## src/sha_pkg.sv

```systemverilog
// Shared types, constants and round constants of the SHA-256 message hasher.
`timescale 1ns / 1ps

package sha_pkg;

	typedef logic [0:7][31:0] sha_hash_t;

	typedef enum logic {
		OP_ABSORB = 1'b0,
		OP_FINISH = 1'b1
	} sha_op_t;

	typedef enum logic [1:0] {
		ST_IDLE,
		ST_PAD,
		ST_COMP,
		ST_OUT
	} sha_state_t;

	typedef struct packed {
		logic       shift_en;
		logic [7:0] shift_byte;
		logic       start;
	} sha_ctrl_t;

	typedef struct packed {
		logic busy;
		logic done;
	} sha_stat_t;

	localparam logic [7:0] PAD_BYTE   = 8'h80;
	localparam logic [5:0] LEN_POS    = 6'd56;
	localparam logic [5:0] BLOCK_LAST = 6'd63;
	localparam logic [5:0] ROUND_LAST = 6'd63;
	localparam logic [2:0] WORD_LAST  = 3'd7;
	localparam logic [63:0] BITS_PER_BYTE = 64'd8;

	localparam sha_hash_t HASH_INIT = {
		32'h6a09e667, 32'hbb67ae85, 32'h3c6ef372, 32'ha54ff53a,
		32'h510e527f, 32'h9b05688c, 32'h1f83d9ab, 32'h5be0cd19
	};

	localparam logic [0:63][31:0] ROUND_K = {
		32'h428a2f98, 32'h71374491, 32'hb5c0fbcf, 32'he9b5dba5,
		32'h3956c25b, 32'h59f111f1, 32'h923f82a4, 32'hab1c5ed5,
		32'hd807aa98, 32'h12835b01, 32'h243185be, 32'h550c7dc3,
		32'h72be5d74, 32'h80deb1fe, 32'h9bdc06a7, 32'hc19bf174,
		32'he49b69c1, 32'hefbe4786, 32'h0fc19dc6, 32'h240ca1cc,
		32'h2de92c6f, 32'h4a7484aa, 32'h5cb0a9dc, 32'h76f988da,
		32'h983e5152, 32'ha831c66d, 32'hb00327c8, 32'hbf597fc7,
		32'hc6e00bf3, 32'hd5a79147, 32'h06ca6351, 32'h14292967,
		32'h27b70a85, 32'h2e1b2138, 32'h4d2c6dfc, 32'h53380d13,
		32'h650a7354, 32'h766a0abb, 32'h81c2c92e, 32'h92722c85,
		32'ha2bfe8a1, 32'ha81a664b, 32'hc24b8b70, 32'hc76c51a3,
		32'hd192e819, 32'hd6990624, 32'hf40e3585, 32'h106aa070,
		32'h19a4c116, 32'h1e376c08, 32'h2748774c, 32'h34b0bcb5,
		32'h391c0cb3, 32'h4ed8aa4a, 32'h5b9cca4f, 32'h682e6ff3,
		32'h748f82ee, 32'h78a5636f, 32'h84c87814, 32'h8cc70208,
		32'h90befffa, 32'ha4506ceb, 32'hbef9a3f7, 32'hc67178f2
	};

endpackage

```

## src/sha_core.sv

```systemverilog
// Block buffer, message schedule window and iterative SHA-256 round unit.
`timescale 1ns / 1ps

module sha_core
	import sha_pkg::*;
(
	input  logic      clk,
	input  logic      arst_n,
	input  sha_ctrl_t ctrl,
	input  sha_hash_t hash_in,
	output sha_stat_t stat,
	output sha_hash_t work_out
);

	logic [511:0] win_q;
	sha_hash_t    v_q;
	logic [5:0]   rnd_q;
	logic         busy_q;
	logic         done_q;

	logic [31:0] w_t, w_t1, w_t9, w_t14, w_new;
	logic [31:0] s0, s1, big0, big1, ch, maj, t1, t2;

	function automatic logic [31:0] rotr(input logic [31:0] x, input int unsigned n);
		rotr = (x >> n) | (x << (32 - n));
	endfunction

	always_comb begin
		w_t   = win_q[511:480];
		w_t1  = win_q[479:448];
		w_t9  = win_q[223:192];
		w_t14 = win_q[63:32];
		s0    = rotr(w_t1, 7) ^ rotr(w_t1, 18) ^ (w_t1 >> 3);
		s1    = rotr(w_t14, 17) ^ rotr(w_t14, 19) ^ (w_t14 >> 10);
		w_new = s1 + w_t9 + s0 + w_t;
		big1  = rotr(v_q[4], 6) ^ rotr(v_q[4], 11) ^ rotr(v_q[4], 25);
		big0  = rotr(v_q[0], 2) ^ rotr(v_q[0], 13) ^ rotr(v_q[0], 22);
		ch    = (v_q[4] & v_q[5]) ^ (~v_q[4] & v_q[6]);
		maj   = (v_q[0] & v_q[1]) ^ (v_q[0] & v_q[2]) ^ (v_q[1] & v_q[2]);
		t1    = v_q[7] + big1 + ch + ROUND_K[rnd_q] + w_t;
		t2    = big0 + maj;
	end

	always_ff @(posedge clk or negedge arst_n) begin
		if (!arst_n) begin
			busy_q <= 1'b0;
			done_q <= 1'b0;
			rnd_q  <= '0;
		end else begin
			done_q <= busy_q && (rnd_q == ROUND_LAST);
			if (ctrl.start) begin
				busy_q <= 1'b1;
				rnd_q  <= '0;
			end else if (busy_q) begin
				rnd_q <= rnd_q + 6'd1;
				if (rnd_q == ROUND_LAST) begin
					busy_q <= 1'b0;
				end
			end
		end
	end

	always_ff @(posedge clk) begin
		if (ctrl.shift_en) begin
			win_q <= {win_q[503:0], ctrl.shift_byte};
		end else if (busy_q) begin
			win_q <= {win_q[479:0], w_new};
		end
		if (ctrl.start) begin
			v_q <= hash_in;
		end else if (busy_q) begin
			v_q <= {t1 + t2, v_q[0], v_q[1], v_q[2], v_q[3] + t1, v_q[4], v_q[5], v_q[6]};
		end
	end

	assign stat.busy = busy_q;
	assign stat.done = done_q;
	assign work_out  = v_q;

	a_no_shift_busy: assert property (@(posedge clk) disable iff (!arst_n)
		ctrl.shift_en |-> !busy_q) else $error("block byte shifted in during rounds");
	a_no_start_busy: assert property (@(posedge clk) disable iff (!arst_n)
		ctrl.start |-> !busy_q) else $error("compression started while busy");
	a_done_after_last: assert property (@(posedge clk) disable iff (!arst_n)
		done_q |-> !busy_q && $past(busy_q) && $past(rnd_q) == ROUND_LAST)
		else $error("done without a final round");

endmodule

```

## src/sha256_message_hasher.sv

```systemverilog
// Top level of the SHA-256 message hasher: byte intake, padding sequencer and digest output.
// An absorb transaction takes one byte and starts a compression if it completes a block.
// A finish transaction pads one byte per cycle and runs one or two compressions on the shared
// round unit, then sends eight words, one a cycle while out_ready is high.
// The round unit does one round per cycle; the input waits through padding, rounds and output.
// Reset (arst_n low) loads the initial hash words and clears the byte and bit counts.
`timescale 1ns / 1ps

module sha256_message_hasher
	import sha_pkg::*;
(
	input  logic        clk,
	input  logic        arst_n,
	input  logic        in_valid,
	output logic        in_ready,
	input  logic        operation,
	input  logic [7:0]  message_byte,
	output logic        out_valid,
	input  logic        out_ready,
	output logic [31:0] digest_word,
	output logic [2:0]  word_index,
	output logic        last_word
);

	sha_state_t  state_q, state_d;
	sha_hash_t   hash_q;
	sha_hash_t   work;
	sha_ctrl_t   ctrl;
	sha_stat_t   stat;
	logic [5:0]  fill_q, fill_d;
	logic [63:0] bits_q, bits_d;
	logic        fin_q, fin_d;
	logic        two_q, two_d;
	logic        final_q, final_d;
	logic [2:0]  idx_q, idx_d;
	logic        hash_add;
	logic        hash_clear;
	logic        in_fire;
	logic        out_fire;

	sha_core u_core (
		.clk      (clk),
		.arst_n   (arst_n),
		.ctrl     (ctrl),
		.hash_in  (hash_q),
		.stat     (stat),
		.work_out (work)
	);

	assign in_ready    = (state_q == ST_IDLE);
	assign out_valid   = (state_q == ST_OUT);
	assign in_fire     = in_valid && in_ready;
	assign out_fire    = out_valid && out_ready;
	assign digest_word = hash_q[idx_q];
	assign word_index  = idx_q;
	assign last_word   = (idx_q == WORD_LAST);

	always_ff @(posedge clk or negedge arst_n) begin
		if (!arst_n) begin
			state_q <= ST_IDLE;
		end else begin
			state_q <= state_d;
		end
	end

	always_comb begin
		state_d    = state_q;
		fill_d     = fill_q;
		bits_d     = bits_q;
		fin_d      = fin_q;
		two_d      = two_q;
		final_d    = final_q;
		idx_d      = idx_q;
		hash_add   = 1'b0;
		hash_clear = 1'b0;
		ctrl       = '0;
		case (state_q)
			ST_IDLE: begin
				if (in_fire) begin
					ctrl.shift_en = 1'b1;
					fill_d        = fill_q + 6'd1;
					if (operation == OP_FINISH) begin
						ctrl.shift_byte = PAD_BYTE;
						fin_d           = 1'b1;
						final_d         = 1'b0;
						two_d           = (fill_q >= LEN_POS) && (fill_q != BLOCK_LAST);
						state_d         = ST_PAD;
					end else begin
						ctrl.shift_byte = message_byte;
						bits_d          = bits_q + BITS_PER_BYTE;
					end
					if (fill_q == BLOCK_LAST) begin
						ctrl.start = 1'b1;
						state_d    = ST_COMP;
					end
				end
			end
			ST_PAD: begin
				ctrl.shift_en = 1'b1;
				fill_d        = fill_q + 6'd1;
				if (two_q || fill_q < LEN_POS) begin
					ctrl.shift_byte = '0;
				end else begin
					ctrl.shift_byte = bits_q[{~fill_q[2:0], 3'b000} +: 8];
				end
				if (fill_q == BLOCK_LAST) begin
					ctrl.start = 1'b1;
					final_d    = !two_q;
					two_d      = 1'b0;
					state_d    = ST_COMP;
				end
			end
			ST_COMP: begin
				if (stat.done) begin
					hash_add = 1'b1;
					if (!fin_q) begin
						state_d = ST_IDLE;
					end else if (final_q) begin
						state_d = ST_OUT;
					end else begin
						state_d = ST_PAD;
					end
				end
			end
			ST_OUT: begin
				if (out_fire) begin
					idx_d = idx_q + 3'd1;
					if (idx_q == WORD_LAST) begin
						hash_clear = 1'b1;
						fill_d     = '0;
						bits_d     = '0;
						fin_d      = 1'b0;
						final_d    = 1'b0;
						state_d    = ST_IDLE;
					end
				end
			end
			default: begin
				state_d = ST_IDLE;
			end
		endcase
	end

	always_ff @(posedge clk or negedge arst_n) begin
		if (!arst_n) begin
			hash_q  <= HASH_INIT;
			fill_q  <= '0;
			bits_q  <= '0;
			fin_q   <= 1'b0;
			two_q   <= 1'b0;
			final_q <= 1'b0;
			idx_q   <= '0;
		end else begin
			fill_q  <= fill_d;
			bits_q  <= bits_d;
			fin_q   <= fin_d;
			two_q   <= two_d;
			final_q <= final_d;
			idx_q   <= idx_d;
			if (hash_clear) begin
				hash_q <= HASH_INIT;
			end else if (hash_add) begin
				for (int i = 0; i < 8; i++) begin
					hash_q[i] <= hash_q[i] + work[i];
				end
			end
		end
	end

	a_ready_core_idle: assert property (@(posedge clk) disable iff (!arst_n)
		in_ready |-> !stat.busy) else $error("input ready while the round unit runs");
	a_done_in_comp: assert property (@(posedge clk) disable iff (!arst_n)
		stat.done |-> state_q == ST_COMP) else $error("compression done outside wait state");
	a_restart_clean: assert property (@(posedge clk) disable iff (!arst_n)
		(out_fire && last_word) |=> in_ready && fill_q == '0 && bits_q == '0 && !fin_q)
		else $error("message state not cleared after the digest");
	a_out_only_final: assert property (@(posedge clk) disable iff (!arst_n)
		out_valid |-> fin_q && final_q) else $error("digest sent before the length block");

endmodule
```

## config.mk

```make
export PLATFORM = sky130hd
export DESIGN_NAME = sha256_message_hasher
export DESIGN_NICKNAME = d
export VERILOG_FILES = /design/src/sha_pkg.sv /design/src/sha_core.sv /design/src/sha256_message_hasher.sv
export SDC_FILE = /design/constraint.sdc
export NUM_CORES = 2
export LEC_CHECK = 0
export BUFFER_PORTS_ARGS = -buffer_cell sky130_fd_sc_hd__buf_2
export CAP_MARGIN = 30
export CELL_PAD_IN_SITES_DETAIL_PLACEMENT = 0
export CELL_PAD_IN_SITES_GLOBAL_PLACEMENT = 1
export CORE_MARGIN = 1
export CORE_UTILIZATION = 46
export DETAILED_ROUTE_END_ITERATION = 8
export PLACE_DENSITY_LB_ADDON = 0.3
export SETUP_SLACK_MARGIN = 0.02
export SLEW_MARGIN = 20
export SYNTH_ARGS = -nofsm -noshare
export SYNTH_HDL_FRONTEND = slang
export SYNTH_SLANG_ARGS = --single-unit
```

## constraint.sdc

```tcl
create_clock -name clk -period 13.7 [get_ports clk]
set_clock_uncertainty 0.1 [all_clocks]
set_input_delay 1.37 -clock clk [delete_from_list [all_inputs] [get_ports clk]]
set_output_delay 1.37 -clock clk [all_outputs]
set_load 0.01 [all_outputs]
```

After elaboration in Yosys (flattened, before gate mapping)

Memories as Yosys holds them, arrays and structs flattened.
Cells that the tools add are included.

Register bits after elaboration: 1110
Latch bits: 0
Bits in writable memories: 0
ROM bits: 2048
Input port bits: 13
Output and inout port bits: 38
Logic and storage cells: 178
Memories: 1

Memories:

| name             | depth | bits a word | rd ports | clocked after Yosys merged registers in | write ports | RTL line       | RTL |
|---|---|---|---|---|---|---|---|
| (name not given) | 64    | 32          | 1        | 0                                       | 0           | sha_core.sv:40 | `t1 = v_q[7] + big1 + ch + ROUND_K[rnd_q] + w_t;` |

Add/subtract/negate cells: 22
$mul: 0
Div/mod/pow operators: 0
Magnitude comparators: 4
Equality and inequality tests: 15
Shifts and indexed selects: 1
Multiplexer cells: 58
Bitwise operators: 30
Reductions and logical operators: 20

Operators with widths:

| cell                                                            | number |
|---|---|
| 256-bit two-way mux                                             | 4 |
| 512-bit two-way mux                                             | 2 |
| 32-bit adder                                                    | 18 |
| 32-bit XOR                                                      | 9 |
| 64-bit two-way mux                                              | 4 |
| 32-bit bitwise AND                                              | 5 |
| 32-bit two-way mux                                              | 4 |
| 64-bit case mux with 2 select lines                             | 1 |
| 32-bit binary-select mux with 3-bit select                      | 1 |
| 64-bit by 4-bit adder with 64-bit output, second input constant | 1 |
| 64-bit by 7-bit indexed part select with 8-bit output           | 1 |
| 32-bit inverter                                                 | 1 |
| 10-bit by 32-bit bitwise OR with 32-bit output                  | 1 |
| 13-bit by 32-bit bitwise OR with 32-bit output                  | 1 |
| 14-bit by 32-bit bitwise OR with 32-bit output                  | 1 |
| 15-bit by 32-bit bitwise OR with 32-bit output                  | 1 |
| 19-bit by 32-bit bitwise OR with 32-bit output                  | 1 |
| 21-bit by 32-bit bitwise OR with 32-bit output                  | 1 |
| 25-bit by 32-bit bitwise OR with 32-bit output                  | 1 |
| 26-bit by 32-bit bitwise OR with 32-bit output                  | 1 |
| 30-bit by 32-bit bitwise OR with 32-bit output                  | 1 |
| 7-bit by 32-bit bitwise OR with 32-bit output                   | 1 |
| 32-bit by 22-bit XOR with 32-bit output                         | 1 |
| 32-bit by 29-bit XOR with 32-bit output                         | 1 |
| 37 further kinds                                                | 87 |

Logic depth before layout (Yosys ltp)

Depth in word-level cells: 10
Gate-level depth with buffers: 43
Mapped depth without buffers: 41

By module

From an unflattened synthesis, not the netlist that was laid out.

Cell total of the unflattened synthesis: 7094
Area, all modules: 76636.0 µm²

By module, submodules not included:

| module                | times used | cells each | area each (µm²) |
|---|---|---|---|
| sha_core              | 1          | 4008       | 49195.9 |
| sha256_message_hasher | 1          | 3086       | 27440.1 |

Least setup slack after synthesis

OpenSTA, ideal clock, no wires.

Path kind: input to register
Start: input port in_valid
End: register u_core.win_q[0], enable pin
Library setup time: 970 ps
Data arrival time: 13598 ps
Setup slack: -968 ps
Stages: 5
Buffers on the path: 2
Path through: nor2_1 -> or2_2 -> clkbuf_1 -> clkbuf_1 -> nand2b_1

Word-level cells in the longest chain between the ends: 4

RTL lines:

| item                                | RTL line                    | RTL |
|---|---|---|
| from (decl)                         | sha256_message_hasher.sv:14 | `input logic in_valid,` |
| 1-bit logical AND                   | sha256_message_hasher.sv:52 | `assign in_fire = in_valid && in_ready;` |
| 10-bit two-way mux                  | sha256_message_hasher.sv:79 | `if (in_fire) begin` |
| 10-bit case mux with 2 select lines | sha256_message_hasher.sv:77 | `case (state_q)` |
| 2-bit nonzero test (no line)        | --                          |  |
| to (signal assigned)                | sha_core.sv:65              | `win_q <= {win_q[503:0], ctrl.shift_byte};` |
| to (signal assigned)                | sha_core.sv:67              | `win_q <= {win_q[479:0], w_new};` |
| to (decl)                           | sha_core.sv:15              | `logic [511:0] win_q;` |

No other way between the ends.
A chain may end at the register's enable or synchronous reset.

Worst setup path in the final report

Start: register u_core.rnd_q[0]
End: register u_core.v_q, in the netlist u_core.work_out[255], data pin

Word-level cells in the longest chain between the ends: 9

RTL lines:

| item                                                   | RTL line       | RTL |
|---|---|---|
| from (decl)                                            | sha_core.sv:17 | `logic [5:0] rnd_q;` |
| from (signal assigned)                                 | sha_core.sv:55 | `rnd_q <= rnd_q + 6'd1;` |
| 6-bit inverter with 7-bit output (implied by the code) | sha_core.sv:40 |  |
| memory read 64 x 32 bit                                | --             |  |
| 32-bit two-way mux (implied by the code) (2 in a row)  | sha_core.sv:40 |  |
| 32-bit adder (2 in a row)                              | sha_core.sv:40 |  |
| 32-bit adder                                           | sha_core.sv:72 | `v_q <= {t1 + t2, v_q[0], v_q[1], v_q[2], v_q[3] + t1, v_q[4], v_q[5], v_q[6]};` |
| 256-bit two-way mux                                    | sha_core.sv:71 | `end else if (busy_q) begin` |
| 256-bit two-way mux                                    | sha_core.sv:69 | `if (ctrl.start) begin` |
| to (signal assigned)                                   | sha_core.sv:70 | `v_q <= hash_in;` |
| to (signal assigned)                                   | sha_core.sv:72 |  |
| to (decl)                                              | sha_core.sv:16 | `sha_hash_t v_q;` |

No other way between the ends. The select of a mux whose other input is x is not followed.

==> summary.txt <==
Placed design
  • Port bufs: 50
  • Post-DP HPWL: 177,000 µm
  • Gpl congestion: 0.980

Critical path
  • Crit Reg-Reg Endpoint: u_core.work_out[255]
  • Register-to-Register Setup Slack: 3.06 ns
  • Slowest stage delay, CP: 0.77 ns
  • Crit start category: flop
  • Crit path kind: reg2reg
  • Crit-path max FO: 26
  • Origin of the critical flop-to-flop path: u_core.rnd_q[0]
  • CP max stage cell: ha_1
  • Worst endpoint required time: 14.10 ns
  • Crit. End Element: flop
  • Worst Reg-to-Reg Cells: 36
  • Most numerous cell on the critical path: fa_1
  • Critical path arrival: 11.04 ns

Routing
  • Via density: 5.71
  • Routed length per placed instance: 23.6 µm
  • WL final: 244,000 µm
  • Initial DRC count: 5,339
  • Vias post-DR: 58.9k
  • Post-route ant nets: 0
  • First-pass DRT Iterations: 6
  • DRC: 0

Yosys
  • Post-synthesis mux area share: 3.81%
  • Post-synthesis simple-gate area fraction: 18.0%
  • Synth cell types: 96
  • Yosys warns: 0
  • Async set-reset flop share out of synthesis: 30.6%
  • Syn Inst Count: 8,193
  • Register bit total from synthesis: 1,107
  • Compound-cell area share of the yosys netlist: 12.9%
  • Main area contributors after synthesis: edfxtp_1, nand2_1, dfrtp_1
  • XOR/XNOR share of the synthesized area: 7.27%
  • Netlist Area Pre-Place: 75,300 µm²
  • Yosys top cell area share: 30.6%
  • Synth Net Count: 8,797
  • Seq/Total Area, Yosys: 42.1%
  • Ys flop type: edfxtp_1
  • EDFF count, synth: 768
  • Largest family of logic cells by synthesized area: simple AND/OR/NAND/NOR gates
  • Mean cell area of the mapped netlist: 9.19 µm²
  • Yosys top cell by area: edfxtp_1
  • Adder-Cell Fraction of Synth Area: 11.8%

Clock tree
  • Worst skew pair latency: 0.81 ns
  • # hold bufs at CTS: 0
  • CTS sink cnt: 1,107
  • Clock Path Buffers: 3
  • CTS buffer count: 136
  • Postcts setup bufs: 0
  • Number of gates resized after cts: 0
  • Reg clk slew, reported paths: 0.06 ns
  • CTS tree: built
  • Clk root buf: clkbuf_16
  • H-tree depth: 4

Global routing
  • Initial antenna violation count: 10
  • Global-route wire length before repair: 366,000 µm
  • Remaining Overflow, GRT: 0
  • All-layer global routing usage: 29.5%
  • Vias in the first global route: 57.8k
  • Largest net degree at the start of global routing: 212

Hold path
  • Hold Crit Depth: 1
  • Hold Path Origin: hash_q[31]
  • Hold endpoint: hash_q[31]
  • Worst min path class: reg2reg

Final layout
  • Share of post-route cells with drive strength above 1: 8.10%
  • Most common cell after layout, fill and taps aside: nand2_1
  • Final nets: 8,623
  • Area growth syn-to-layout: 8.73%
  • Commonest non-fill, non-tap cells in the layout: nand2_1, edfxtp_1, a21oi_1

Floorplan
  • IO Count: 51
  • Row Count: 148
  • Initial Util: 46.3%
  • Die Wd: 406 µm
  • Core area: 163,000 µm²
  • Die H: 406 µm
  • Full die area: 165,000 µm²

Timing
  • Worst rel slew slack: 25.7%
  • Max-slew violation count: 0
  • Fin Setup TNS: 0 ns
  • Final setup viols: 0
  • FMAX: 0.0940 GHz
  • Min Tclk post-route: 10.64 ns
  • RSZ-0062 raised after global routing: false
  • Endpoints failing hold: 0
  • Period utilisation layout: 77.7%
  • Slew @ Worst Pin: 1.11 ns

Outcome
  • Outcome: finished, final reports clean

Run
  • Max Cap Viol: 0
[registers in the layout, indices dropped and copies added (netlist names)]
| register | count |
|---|---|
| fill_q | 6 |
| u_core.done_q | 1 |
| u_core.busy_q | 1 |
| fin_q | 1 |
| bits_q | 61 |
| u_core.work_out | 256 |
| u_core.win_q | 512 |
| hash_q | 256 |
| state_q | 2 |
| two_q | 1 |
| u_core.rnd_q | 6 |
| final_q | 1 |
| word_index | 3 |
[metal layers]
metal / vias to the layer above / track usage, % / share of wire, %
met3: 423 / 3.63 / 5.5
met2: 1773 / 47.4 / 46
met1: 29000 / 39.5 / 43
met4: 2 / 14.1 / 5.3
met5: - / 0 / 0.0049
li1: 27700 / - / -
[through the flow]
stage	setup slack (ns)	hold slack, ns	cells	utilization (%)	cell area (µm²)
2_1_floorplan	4.85	0.362	8193	-	75300
3_3_place_gp	3.19	0.389	10000	47.5	77300
3_5_place_dp	3.13	0.396	10100	47.6	77400
4_1_cts	3.09	0.404	10300	50.3	81700
5_1_grt	2.58	0.433	10300	50.3	81800
6_report	3.06	0.400	10300	50.3	81800
[cells by family after synthesis]
family | after synthesis
mux | 175
flops | 1107
compound gates | 1574
xor+xnor | 623
simple gates | 3303
fa+ha+maj | 594
buf+inv | 817
[Yosys cell counts (9+ instances only)]
| library cell | instances |
|---|---|
| mux2_2 | 42 |
| and4_1 | 9 |
| o22a_1 | 19 |
| a21o_1 | 176 |
| o21a_1 | 42 |
| nand3_1 | 92 |
| and3_1 | 44 |
| a32o_1 | 9 |
| nand2b_1 | 84 |
| a21boi_0 | 10 |
| nor3_1 | 90 |
| nand2_1 | 2393 |
| dfstp_2 | 136 |
| o21ai_1 | 55 |
| a211oi_1 | 41 |
| o211ai_1 | 29 |
| xor2_1 | 275 |
| a22o_1 | 13 |
| or2_2 | 13 |
| mux2i_1 | 48 |
| a221oi_1 | 15 |
| nor4_1 | 9 |
| nand4_1 | 31 |
| xnor2_1 | 347 |
| ha_1 | 396 |
| fa_1 | 195 |
| nor2_1 | 404 |
| or3_1 | 36 |
| o31ai_1 | 31 |
| and2_1 | 16 |
| clkbuf_1 | 413 |
| a22oi_1 | 11 |
| a31oi_1 | 43 |
| buf_1 | 35 |
| nor2b_1 | 46 |
| a211o_1 | 11 |
| o21bai_1 | 67 |
| dfrtp_1 | 203 |
| a311oi_1 | 14 |
| mux4_2 | 85 |
| edfxtp_1 | 768 |
| a21oi_1 | 512 |
| inv_1 | 360 |
| o21ai_0 | 377 |
[area by class of cell]
cell class	instances	area (µm²)
clock inverter	60	637
clock buffer	191	3720
multi-input combinational	6269	40500
fill	15400	80800
inverter	365	1370
sequential	1107	31700
timing repair buffer	140	1100
antenna	5	12.5
tap	2175	2720
[worst max-delay path, delay by kind of cell (launching register included)]
kind                     cells  cell delay (ns)
flip-flops                   1             0.32
AO/OA/AOI/OAI               19             4.84
AND/OR/NAND/NOR              3             0.45
XOR/XNOR                     3             0.58
buffers and inverters        4             0.74
adder cells (fa/ha/maj)      7             3.27
[worst max-delay path by stage]
stage	startpoint	end	slack [ns]	cells after the start
final	u_core.rnd_q[0]	u_core.work_out[255]	3.06	36
after global routing	u_core.rnd_q[0]	u_core.work_out[255]	2.58	36
after CTS	u_core.rnd_q[0]	u_core.work_out[255]	3.09	36
after detailed placement	u_core.rnd_q[0]	u_core.work_out[255]	3.13	36
after global placement	u_core.rnd_q[0]	u_core.work_out[255]	3.19	36
after floorplan	in_valid	u_core.win_q[0]	4.85	5
Power is left out: the tool's default activity adds up to more than one toggle a clock period on the data nets, which glitch-free logic cannot reach.
